--- src/rtl/core/dmfp_pkg.sv ---
package dmfp_pkg;

    // queue between the parser and the output stage
    localparam int Q_DEPTH = 4;
    localparam int Q_AW    = $clog2(Q_DEPTH);
    localparam int Q_CW    = $clog2(Q_DEPTH + 1);

    localparam int NUM_SECTIONS = 4;

    typedef enum logic [3:0] {
        PH_IDLE    = 4'd0,
        PH_HEADER  = 4'd1,
        PH_QNAME   = 4'd2,
        PH_QTYPE   = 4'd3,
        PH_QCLASS  = 4'd4,
        PH_RRNAME  = 4'd5,
        PH_RRTYPE  = 4'd6,
        PH_RRCLASS = 4'd7,
        PH_TTL     = 4'd8,
        PH_RDLEN   = 4'd9,
        PH_RDATA   = 4'd10
    } t_phase;

    typedef enum logic [3:0] {
        K_ID       = 4'd0,
        K_FLAGS    = 4'd1,
        K_QDCOUNT  = 4'd2,
        K_ANCOUNT  = 4'd3,
        K_NSCOUNT  = 4'd4,
        K_ARCOUNT  = 4'd5,
        K_QNAME    = 4'd6,
        K_QTYPE    = 4'd7,
        K_QCLASS   = 4'd8,
        K_RRNAME   = 4'd9,
        K_RRTYPE   = 4'd10,
        K_RRCLASS  = 4'd11,
        K_TTL      = 4'd12,
        K_RDLENGTH = 4'd13,
        K_RDATA    = 4'd14
    } t_kind;

    typedef struct packed {
        logic [7:0] data_byte;
        logic       start_req;
    } t_in;

    typedef struct packed {
        t_kind       field_kind;
        logic [1:0]  section;
        logic [15:0] record_index;
        logic [31:0] field_value;
        logic        message_done;
    } t_out;

    typedef struct packed {
        logic        found;
        logic [1:0]  sec;
        logic [15:0] rec;
    } t_seek;

    typedef struct packed {
        logic full;
        logic avail;
    } t_q_stat;

endpackage

--- src/rtl/core/dns_message_field_parser.sv ---
// DNS message field parser.
// Input channel: one message byte per word (i_in_valid / o_in_ready, payload
// i_in_word). Set start_req on the first byte of a message; it restarts the
// parse at any point. Bytes before a start or after the final field are
// consumed and give no result.
// Output channel: one parsed field per word (o_out_valid / i_out_ready,
// payload o_out_word): kind, section, record index, big-endian value, and
// message_done on the last field of the message.
// Throughput: one byte per cycle while the queue is not full, set by the parser
// state register, which advances once per accepted byte. A field is written into
// the queue as its last byte is accepted, then moves on to the output register.
// A four-word queue sits between the parser and the output register, so input
// keeps flowing while the receiver stalls; o_in_ready falls only when the
// queue is full, and rises again as soon as the receiver takes a word.
// Reset (synchronous, active low) returns the parser to idle, waiting for a
// start, and empties the queue and output register.
module dns_message_field_parser (
    input  logic           i_clk,
    input  logic           i_rst_n,
    input  logic           i_in_valid,
    output logic           o_in_ready,
    input  dmfp_pkg::t_in  i_in_word,
    output logic           o_out_valid,
    input  logic           i_out_ready,
    output dmfp_pkg::t_out o_out_word
);

    dmfp_pkg::t_q_stat q_stat;
    dmfp_pkg::t_out    push_word;
    dmfp_pkg::t_out    head;
    logic              push;
    logic              pop;

    dmfp_front u_front (
        .i_clk       (i_clk),
        .i_rst_n     (i_rst_n),
        .i_in_valid  (i_in_valid),
        .i_in_word   (i_in_word),
        .i_q_stat    (q_stat),
        .o_in_ready  (o_in_ready),
        .o_push      (push),
        .o_push_word (push_word)
    );

    dmfp_queue u_queue (
        .i_clk       (i_clk),
        .i_rst_n     (i_rst_n),
        .i_push      (push),
        .i_push_word (push_word),
        .i_pop       (pop),
        .o_stat      (q_stat),
        .o_head      (head)
    );

    dmfp_back u_back (
        .i_clk       (i_clk),
        .i_rst_n     (i_rst_n),
        .i_q_stat    (q_stat),
        .i_head      (head),
        .o_pop       (pop),
        .i_out_ready (i_out_ready),
        .o_out_valid (o_out_valid),
        .o_out_word  (o_out_word)
    );

endmodule

--- src/rtl/core/dmfp_front.sv ---
module dmfp_front (
    input  logic              i_clk,
    input  logic              i_rst_n,
    input  logic              i_in_valid,
    input  dmfp_pkg::t_in     i_in_word,
    input  dmfp_pkg::t_q_stat i_q_stat,
    output logic              o_in_ready,
    output logic              o_push,
    output dmfp_pkg::t_out    o_push_word
);

    // first record at or after (sec, rec) that the counts say exists
    function automatic dmfp_pkg::t_seek seek_next(
        input logic [dmfp_pkg::NUM_SECTIONS-1:0][15:0] counts,
        input logic [1:0]  sec,
        input logic [16:0] rec
    );
        dmfp_pkg::t_seek r;
        logic [16:0]     cand;
        r    = '0;
        cand = '0;
        for (int s = 0; s < dmfp_pkg::NUM_SECTIONS; s++) begin
            cand = (2'(s) == sec) ? rec : 17'd0;
            if (!r.found && (2'(s) >= sec) && (cand < {1'b0, counts[s]})) begin
                r.found = 1'b1;
                r.sec   = 2'(s);
                r.rec   = cand[15:0];
            end
        end
        return r;
    endfunction

    dmfp_pkg::t_phase r_phase, n_phase, e_phase;
    logic [1:0]  r_idx, n_idx, e_idx;
    logic [31:0] r_acc, n_acc, e_acc;
    logic [dmfp_pkg::NUM_SECTIONS-1:0][15:0] r_counts, n_counts, e_counts;
    logic [1:0]  r_sec, n_sec, e_sec;
    logic [15:0] r_rec, n_rec, e_rec;
    logic [15:0] r_rem, n_rem, e_rem;

    logic            take;
    logic [7:0]      b;
    logic [31:0]     acc_new;
    logic [2:0]      idx_p1;
    logic [2:0]      len;
    logic [15:0]     rem_dec;
    logic            do_seek;
    logic [1:0]      seek_sec;
    logic [16:0]     seek_rec;
    dmfp_pkg::t_seek sk;
    dmfp_pkg::t_out  res;
    logic            emit;

    assign o_in_ready = !i_q_stat.full;
    assign take       = i_in_valid && o_in_ready;
    assign b          = i_in_word.data_byte;

    always_comb begin
        // a start byte drops all parse state and opens a new header
        if (i_in_word.start_req) begin
            e_phase  = dmfp_pkg::PH_HEADER;
            e_idx    = '0;
            e_acc    = '0;
            e_counts = '0;
            e_sec    = '0;
            e_rec    = '0;
            e_rem    = '0;
        end else begin
            e_phase  = r_phase;
            e_idx    = r_idx;
            e_acc    = r_acc;
            e_counts = r_counts;
            e_sec    = r_sec;
            e_rec    = r_rec;
            e_rem    = r_rem;
        end

        n_phase  = e_phase;
        n_idx    = e_idx;
        n_acc    = e_acc;
        n_counts = e_counts;
        n_sec    = e_sec;
        n_rec    = e_rec;
        n_rem    = e_rem;

        acc_new  = {e_acc[23:0], b};
        idx_p1   = {1'b0, e_idx} + 3'd1;
        len      = (e_phase == dmfp_pkg::PH_TTL) ? 3'd4 : 3'd2;
        rem_dec  = e_rem - 16'd1;
        do_seek  = 1'b0;
        seek_sec = e_sec;
        seek_rec = {1'b0, e_rec} + 17'd1;
        emit     = 1'b0;

        res              = '0;
        res.section      = e_sec;
        res.record_index = e_rec;
        res.field_value  = {24'd0, b};

        case (e_phase)
            dmfp_pkg::PH_IDLE: begin
                emit = 1'b0;
            end
            dmfp_pkg::PH_QNAME: begin
                emit           = 1'b1;
                res.field_kind = dmfp_pkg::K_QNAME;
                if (b == 8'd0) begin
                    n_phase = dmfp_pkg::PH_QTYPE;
                    n_idx   = '0;
                    n_acc   = '0;
                end
            end
            dmfp_pkg::PH_RDATA: begin
                emit           = 1'b1;
                res.field_kind = dmfp_pkg::K_RDATA;
                n_rem          = rem_dec;
                do_seek        = (rem_dec == 16'd0);
            end
            default: begin
                n_acc = acc_new;
                if (idx_p1 < len) begin
                    n_idx = idx_p1[1:0];
                end else begin
                    emit            = 1'b1;
                    n_idx           = '0;
                    n_acc           = '0;
                    res.field_value = (len == 3'd4) ? acc_new : {16'd0, acc_new[15:0]};
                    case (e_phase)
                        dmfp_pkg::PH_HEADER: begin
                            res.field_kind   = dmfp_pkg::t_kind'(e_rec[3:0]);
                            res.section      = '0;
                            res.record_index = '0;
                            if (e_rec[3:0] inside {[4'd2:4'd5]}) begin
                                n_counts[e_rec[1:0] - 2'd2] = acc_new[15:0];
                            end
                            if (e_rec < 16'd5) begin
                                n_rec = e_rec + 16'd1;
                            end else begin
                                do_seek  = 1'b1;
                                seek_sec = '0;
                                seek_rec = '0;
                            end
                        end
                        dmfp_pkg::PH_QTYPE: begin
                            res.field_kind = dmfp_pkg::K_QTYPE;
                            n_phase        = dmfp_pkg::PH_QCLASS;
                        end
                        dmfp_pkg::PH_QCLASS: begin
                            res.field_kind = dmfp_pkg::K_QCLASS;
                            do_seek        = 1'b1;
                            seek_sec       = '0;
                        end
                        dmfp_pkg::PH_RRNAME: begin
                            res.field_kind = dmfp_pkg::K_RRNAME;
                            n_phase        = dmfp_pkg::PH_RRTYPE;
                        end
                        dmfp_pkg::PH_RRTYPE: begin
                            res.field_kind = dmfp_pkg::K_RRTYPE;
                            n_phase        = dmfp_pkg::PH_RRCLASS;
                        end
                        dmfp_pkg::PH_RRCLASS: begin
                            res.field_kind = dmfp_pkg::K_RRCLASS;
                            n_phase        = dmfp_pkg::PH_TTL;
                        end
                        dmfp_pkg::PH_TTL: begin
                            res.field_kind = dmfp_pkg::K_TTL;
                            n_phase        = dmfp_pkg::PH_RDLEN;
                        end
                        default: begin
                            res.field_kind = dmfp_pkg::K_RDLENGTH;
                            n_rem          = acc_new[15:0];
                            if (acc_new[15:0] == 16'd0) begin
                                do_seek = 1'b1;
                            end else begin
                                n_phase = dmfp_pkg::PH_RDATA;
                            end
                        end
                    endcase
                end
            end
        endcase

        // seek uses the counts as updated by this byte
        sk = seek_next(n_counts, seek_sec, seek_rec);
        if (do_seek) begin
            n_idx = '0;
            n_acc = '0;
            res.message_done = !sk.found;
            if (sk.found) begin
                n_sec   = sk.sec;
                n_rec   = sk.rec;
                n_phase = (sk.sec == 2'd0) ? dmfp_pkg::PH_QNAME : dmfp_pkg::PH_RRNAME;
            end else begin
                n_phase = dmfp_pkg::PH_IDLE;
            end
        end
    end

    always_ff @(posedge i_clk) begin
        if (!i_rst_n) begin
            r_phase  <= dmfp_pkg::PH_IDLE;
            r_idx    <= '0;
            r_acc    <= '0;
            r_counts <= '0;
            r_sec    <= '0;
            r_rec    <= '0;
            r_rem    <= '0;
        end else if (take) begin
            r_phase  <= n_phase;
            r_idx    <= n_idx;
            r_acc    <= n_acc;
            r_counts <= n_counts;
            r_sec    <= n_sec;
            r_rec    <= n_rec;
            r_rem    <= n_rem;
        end
    end

    assign o_push      = take && emit;
    assign o_push_word = res;

    a_rdata_nonzero: assert property (@(posedge i_clk) disable iff (!i_rst_n)
        r_phase == dmfp_pkg::PH_RDATA |-> r_rem != 16'd0)
        else $error("rdata phase with no bytes left");

    a_idx_range: assert property (@(posedge i_clk) disable iff (!i_rst_n)
        r_phase != dmfp_pkg::PH_TTL |-> r_idx <= 2'd1)
        else $error("byte index beyond two-byte field");

    a_header_count: assert property (@(posedge i_clk) disable iff (!i_rst_n)
        r_phase == dmfp_pkg::PH_HEADER |-> r_rec <= 16'd5)
        else $error("header field counter out of range");

endmodule

--- src/rtl/core/dmfp_queue.sv ---
module dmfp_queue (
    input  logic              i_clk,
    input  logic              i_rst_n,
    input  logic              i_push,
    input  dmfp_pkg::t_out    i_push_word,
    input  logic              i_pop,
    output dmfp_pkg::t_q_stat o_stat,
    output dmfp_pkg::t_out    o_head
);

    dmfp_pkg::t_out r_mem [dmfp_pkg::Q_DEPTH];
    logic [dmfp_pkg::Q_AW-1:0] r_wr, r_rd;
    logic [dmfp_pkg::Q_CW-1:0] r_count, n_count;

    always_comb begin
        n_count = r_count;
        if (i_push && !i_pop) begin
            n_count = r_count + 1'b1;
        end else if (i_pop && !i_push) begin
            n_count = r_count - 1'b1;
        end
    end

    always_ff @(posedge i_clk) begin
        if (!i_rst_n) begin
            r_wr    <= '0;
            r_rd    <= '0;
            r_count <= '0;
        end else begin
            r_count <= n_count;
            if (i_push) begin
                r_wr <= r_wr + 1'b1;
            end
            if (i_pop) begin
                r_rd <= r_rd + 1'b1;
            end
        end
    end

    always_ff @(posedge i_clk) begin
        if (i_push) begin
            r_mem[r_wr] <= i_push_word;
        end
    end

    assign o_stat = '{full:  (r_count == dmfp_pkg::Q_CW'(dmfp_pkg::Q_DEPTH)),
                      avail: (r_count != '0)};
    assign o_head = r_mem[r_rd];

    a_no_overflow: assert property (@(posedge i_clk) disable iff (!i_rst_n)
        o_stat.full |-> !i_push)
        else $error("word pushed into full queue");

    a_no_underflow: assert property (@(posedge i_clk) disable iff (!i_rst_n)
        i_pop |-> o_stat.avail)
        else $error("word popped from empty queue");

    a_count_bound: assert property (@(posedge i_clk) disable iff (!i_rst_n)
        r_count <= dmfp_pkg::Q_CW'(dmfp_pkg::Q_DEPTH))
        else $error("queue count beyond depth");

endmodule

--- src/rtl/core/dmfp_back.sv ---
module dmfp_back (
    input  logic              i_clk,
    input  logic              i_rst_n,
    input  dmfp_pkg::t_q_stat i_q_stat,
    input  dmfp_pkg::t_out    i_head,
    output logic              o_pop,
    input  logic              i_out_ready,
    output logic              o_out_valid,
    output dmfp_pkg::t_out    o_out_word
);

    logic           r_valid, n_valid;
    dmfp_pkg::t_out r_word;

    // refill the output register when it is empty or being taken
    assign o_pop = i_q_stat.avail && (!r_valid || i_out_ready);

    always_comb begin
        n_valid = r_valid;
        if (o_pop) begin
            n_valid = 1'b1;
        end else if (i_out_ready) begin
            n_valid = 1'b0;
        end
    end

    always_ff @(posedge i_clk) begin
        if (!i_rst_n) begin
            r_valid <= 1'b0;
        end else begin
            r_valid <= n_valid;
        end
    end

    always_ff @(posedge i_clk) begin
        if (o_pop) begin
            r_word <= i_head;
        end
    end

    assign o_out_valid = r_valid;
    assign o_out_word  = r_word;

endmodule

--- config.mk ---
export PLATFORM = sky130hd
export DESIGN_NAME = dns_message_field_parser
export DESIGN_NICKNAME = d
export VERILOG_FILES = /design/src/rtl/core/dmfp_pkg.sv /design/src/rtl/core/dns_message_field_parser.sv /design/src/rtl/core/dmfp_front.sv /design/src/rtl/core/dmfp_queue.sv /design/src/rtl/core/dmfp_back.sv
export SDC_FILE = /design/constraint.sdc
export NUM_CORES = 1
export LEC_CHECK = 0
export ABC_AREA = 1
export BUFFER_PORTS_ARGS = -buffer_cell sky130_fd_sc_hd__buf_4
export CAP_MARGIN = 30
export CORE_MARGIN = 5
export CORE_UTILIZATION = 40
export CTS_BUF_LIST = sky130_fd_sc_hd__clkbuf_4 sky130_fd_sc_hd__clkbuf_8
export CTS_CLUSTER_DIAMETER = 200
export DETAILED_ROUTE_END_ITERATION = 10
export PLACE_DENSITY = 0.67
export RECOVER_POWER = 25
export SLEW_MARGIN = 5
export SYNTH_ARGS = -nofsm -noshare
export SYNTH_HDL_FRONTEND = slang
export SYNTH_SLANG_ARGS = --single-unit
--- constraint.sdc ---
create_clock -name i_clk -period 6 [get_ports i_clk]
set_clock_uncertainty 0.2 [all_clocks]
set_input_delay 0.6 -clock i_clk [delete_from_list [all_inputs] [get_ports i_clk]]
set_output_delay 0.6 -clock i_clk [all_outputs]
set_load 0.02 [all_outputs]
==> out/results.txt, run 1 <==
CP startpoint kind = input pin
Hold Violations, Final = 0
top_reg_cell synth = edfxtp_1
CTS Root Cell = clkbuf_8
vias in the first global route = 16,900
CTS tree = yes
Hold Path End = u_back.o_out_valid
Initial Utilization = 40.2%
Sequential Power Share = 42.4%
port buffer count = 69
die area = 0.0574 mm2
P_leak = 9.31 nW
Final Util = 44.9%
cell row count = 84
Post-DRT Antenna Nets = 0
final wirelength = 59,200 um
Area contributors post-synth = edfxtp_1, dfxtp_1, nand2_1, o21ai_0, nor2_1
element type at the critical path end = register
Netlist cell types = 56
Slew HR = -112%
fin crit share = 90.1%
Int Power = 5.62 mW
class of the worst hold path = input pin to register
post-synthesis sequential area ratio = 52.0%
Synth Area in Adders = 4.48%
Synth Instances = 2,417
crit-path max FO = 73
setup slack, reg-to-reg = 0.79 ns
Final HPWL DP = 40,100 um
RSZ-0062 raised after global routing = false
Avg WL per Cell = 18.4 um
Longest Clk Path Bufs = 3
simple-gate portion of the synthesized area = 18.8%
H-tree Lvls = 3
Synth Area in Compound Gates = 15.6%
post-synthesis mux area share = 0.0474%
Seq cells post-synth = 411
minimum clock period after layout = 5.41 ns
Clock transition at path regs = 0.06 ns
RR Endpoint = u_front.r_rec[9]
min-delay src = i_out_ready
power share of the clock group = 28.2%
Tot GR Track Use = 20.3%
final slew viol count = 153
Peak VDD IR = 223 uV
critical setup path kind = input pin to register
area grow syn2layout = 11.6%
cts repair resizes = 0
io pins = 70
Final GP Congestion = 0.941
layout cells sized above 1 = 9.39%
Gate power share = 29.4%
Max-Cap Viols = 2
P_sw = 3.24 mW
final setup vio count = 0
CP dominant cell by count = nand2_1
DIE HEIGHT = 240 um
latest clock arrival within the worst-skew pair = 0.65 ns
via count = 17,500
Syn Area/Cell = 8.73 um2
commonest non-fill, non-tap cell in the layout = nand2_1
Synth top area share = 39.1%
clock net sink count = 411
Iter 0 DRT Violations = 1,646
largest family of logic cells by synthesized area = simple AND/OR/NAND/NOR gates
placed insts = 3,078
Synth Net Count = 2,505
required time worst endpoint = 6.29 ns
largest net degree at the start of global routing = 94
Via density = 5.45
Cell Area, Synth = 0.0211 mm2
Final nets = 2,559
initial antenna violation count = 0
Worst Reg2Reg Path Length in Cells = 29
post-synth top area cell = edfxtp_1
number of synthesized flops with an enable pin = 275
asr flop ratio synth = 0%
post-CTS setup buffers = 0
most frequent cells in the layout = nand2_1, nor2_1, inv_1
total CTS buffers = 71
first-pass GRT wire length = 93,300 um
worst reg2reg startpoint = u_front.r_phase[0]
Slew @ Worst Pin = 3.18 ns
f_max = 0.185 GHz
worst hold stages = 4
WP data arrival = 5.70 ns
xor/xnor share of the synthesized area = 0.955%
yosys warns = 0
Die Width = 240 um
Setup TNS = 0 ns
Sw Share = 36.6%
DRC Markers = 0
Post-Layout Cell Count = 3,213
Ant. Diodes = 0
GRT overflow = 0
Crit path largest cell delay = 0.36 ns
status = finished, violations left
Core ar. = 0.0524 mm2
hold-fix buffers at CTS = 8
PD cells = 376 mW/mm2
crit path max-delay cell type = inv_8
drt pass-1 iters = 8
failing checks = max-capacitance violations, max-slew violations
## routing by layer
metal,track usage (%),part of all wire (%),vias up
met2,33.9,48,566
met3,3.32,5.9,93
met4,5.98,2.1,0
met5,0,0,-
met1,27.3,44,8441
li1,-,-,8407
## worst max-delay path, delay by kind of cell
kind | cells | cell delay (ns)
buffers and inverters | 7 | 1.22
adder cells (fa/ha/maj) | 2 | 0.59
AO/OA/AOI/OAI | 4 | 0.61
AND/OR/NAND/NOR | 19 | 2.63
## cells by family after synthesis
family | count (synthesis)
DFF | 411
adders and majority gates | 75
AOI/OAI and AO/OA | 569
xor gates and xnor gates | 23
buffers and inverters | 432
muxes | 1
and+or+nand+nor | 906
## power by group through the flow
stage	combinational, mW	clock [mW]	sequential, mW
floorplan	1.60	0	4.03
global placement	2.70	0	3.78
detailed placement	2.78	0	3.79
CTS	2.79	2.57	3.74
global route	2.88	2.69	3.79
finish	2.60	2.50	3.75
## through the flow
stage	cell area [um2]	hold slack [ns]	setup slack, ns	total power [mW]
floorplan	21100	0.245	0.0579	5.62
global placement	22300	0.251	0.160	6.48
detailed placement	22400	0.255	0.0626	6.58
CTS	23800	0.101	0.743	9.10
global route	23600	0.162	0.219	9.37
finish	23600	0.150	0.591	8.85
## cell usage after synthesis, types with 62 or more instances
master and n:
ha_1 74, nand2_1 382, a21oi_1 115, dfxtp_1 136, nor2_1 289, clkbuf_1 98, edfxtp_1 275, nand3_1 123
o22ai_1 62, inv_1 277, o21ai_0 263, o211ai_1 68
## sequential cells by signal (all words and copies together), names as in the netlist
signal / cells
u_back.o_out_word: 55
u_front.r_rec: 16
u_queue.r_wr: 2
u_front.r_sec: 2
u_queue.r_count: 3
u_front.r_phase: 4
u_queue.r_mem: 220
u_front.r_acc: 24
u_back.o_out_valid: 1
u_queue.r_rd: 2
u_front.r_rem: 16
u_front.r_idx: 2
u_front.r_counts: 64
## worst max-delay path by stage
| stage | end | startpoint | depth (start not counted) | slack [ns] |
|---|---|---|---|---|
| final | u_front.r_rec[9] | i_in_word[0] | 32 | 0.59 |
| after global routing | u_front.r_rec[9] | i_in_word[0] | 32 | 0.22 |
| after CTS | u_front.r_rec[9] | i_in_word[0] | 32 | 0.74 |
| after detailed placement | u_front.r_rec[9] | i_in_word[0] | 32 | 0.06 |
| after global placement | u_front.r_rec[9] | i_in_word[0] | 32 | 0.16 |
| after floorplan | u_queue.r_mem[0][0] | i_in_word[0] | 18 | 0.06 |
## area by class of cell
type	instances	area, um2
repair buffers	119	754
flip-flops and latches	411	11000
fillers	5090	28900
well taps	688	861
multi-input cells	1574	8460
inverters	294	1120
clock inverters	30	185
clock buffers	97	1200
(Power assumes the default switching activity.)
==> inputs of run 2 (changes only) <==
--- a/config.mk
+++ b/config.mk
@@ -8,12 +8,12 @@
 export ABC_AREA = 1
 export BUFFER_PORTS_ARGS = -buffer_cell sky130_fd_sc_hd__buf_4
 export CAP_MARGIN = 30
+export CORE_ASPECT_RATIO = 0.6
 export CORE_MARGIN = 5
 export CORE_UTILIZATION = 40
 export CTS_BUF_LIST = sky130_fd_sc_hd__clkbuf_4 sky130_fd_sc_hd__clkbuf_8
 export CTS_CLUSTER_DIAMETER = 200
 export DETAILED_ROUTE_END_ITERATION = 10
-export PLACE_DENSITY = 0.67
 export RECOVER_POWER = 25
 export SLEW_MARGIN = 5
 export SYNTH_ARGS = -nofsm -noshare
==> run 2 against run 1 <==
The run still ends with max-capacitance violations, max-slew violations left; sequential cell count is the same; final area up 0.71%; total power up 2.2%; sequential share of layout area fell by 0.31 points; non-clock buffer count rose by 19; routed wire length increased by 7.8%; setup slack gained 0.074 ns; die area rose by 0.26%; register-to-register slack lost 0.07 ns; first-iteration DRC count is 20% higher; maximum frequency rose by 1.4%; highest routed layer is now met5.
==> out/results.txt, run 2 (same netlist as run 1, synthesis figures left out) <==
first-pass GRT wire length = 98,600 um
element type at the critical path end = register
Crit path largest cell delay = 0.41 ns
via count = 17,800
hold-fix buffers at CTS = 2
Post-DRT Antenna Nets = 0
area grow syn2layout = 12.4%
Peak VDD IR = 357 uV
PD cells = 381 mW/mm2
CP dominant cell by count = nand2_1
Final nets = 2,573
minimum clock period after layout = 5.33 ns
Die Width = 307 um
fin crit share = 88.9%
vias in the first global route = 16,700
setup slack, reg-to-reg = 0.72 ns
Core ar. = 0.0524 mm2
f_max = 0.187 GHz
die area = 0.0576 mm2
cell row count = 65
required time worst endpoint = 6.27 ns
Max-Cap Viols = 2
Via density = 5.51
Slew @ Worst Pin = 3.50 ns
status = finished, violations left
Ant. Diodes = 0
GRT overflow = 0
max FFs per register = 220
port buffer count = 69
total CTS buffers = 66
final wirelength = 63,800 um
most frequent cells in the layout = nand2_1, nor2_1, inv_1
CTS tree = yes
Setup TNS = 0 ns
pre-CTS WS = 0.227 ns
Final Power = 9.04 mW
final setup vio count = 0
WP data arrival = 5.61 ns
CTS Root Cell = clkbuf_8
DIE HEIGHT = 188 um
Post-Layout Cell Count = 3,241
Post-Place Cell Area = 0.0226 mm2
Iter 0 DRT Violations = 1,980
Hold Violations, Final = 0
layout cells sized above 1 = 10.4%
Final GP Congestion = 0.939
Biggest register = u_queue.r_mem
commonest non-fill, non-tap cell in the layout = nand2_1
RSZ-0062 raised after global routing = false
initial antenna violation count = 2
drt pass-1 iters = 6
Longest Clk Path Bufs = 3
latest clock arrival within the worst-skew pair = 0.64 ns
DRC Markers = 0
hold_ws = 0.188 ns
Avg WL per Cell = 19.7 um
failing checks = max-capacitance violations, max-slew violations
CP startpoint kind = input pin
post-route worst setup slack = 0.665 ns
post-CTS setup buffers = 0
critical setup path kind = input pin to register
H-tree Lvls = 3
P_leak = 9.40 nW
post-route cell area = 0.0237 mm2
crit-path max FO = 47
Final Util = 45.3%
Crit path buffers/inverters = 7
fill cell count = 5,208
cts repair resizes = 0
class of the worst hold path = input pin to register
Clock transition at path regs = 0.06 ns
final slew viol count = 117
Slew HR = -133%
crit path max-delay cell type = clkinv_1
cell family with most CP delay = simple AND/OR/NAND/NOR gates
io pins = 70
largest net degree at the start of global routing = 88
Final HPWL DP = 43,900 um
placed insts = 3,118
Initial Utilization = 40.3%
Tot GR Track Use = 21.6%
clock net sink count = 411
[run 2: metal layers]
layer,part of all wire [%],global-route usage (%),wire length (um)
met1,50,34.5,32000
met2,39,28.7,24700
met3,9.5,5.84,6040
met4,1.7,4.80,1090
met5,0.020,0.249,13
[run 2: report_power, final]
group / switching [mW] / internal, mW / total (mW)
clock network: 1.18 / 1.38 / 2.56
registers: 0.185 / 3.57 / 3.75
logic: 1.98 / 0.746 / 2.73
[run 2: worst paths after layout]
path / from / end / cells after the start
hold / removal: i_out_ready / u_back.o_out_valid / 4
setup reg to reg: u_front.r_phase[1] / u_front.r_rec[7] / 30
setup / recovery: i_in_word[0] / u_front.r_rec[7] / 32
hold reg to reg: u_front.r_acc[22] / u_front.r_acc[22] / 2
[run 2: area by class of cell]
class | count | area, um2 | share of cell area [%]
clock inverters | 25 | 205 | 0.865
flip-flops and latches | 411 | 11000 | 46.3
clock buffers | 96 | 1190 | 5.02
repair buffers | 138 | 887 | 3.74
inverters | 294 | 1120 | 4.71
well taps | 703 | 880 | 3.71
multi-input cells | 1574 | 8460 | 35.7
[run 2: tightest hold or removal path: stages]
cell	delay [ns]
buf_4	0.08
nor2_1	0.07
o21ai_0	0.16
inv_1	0.04
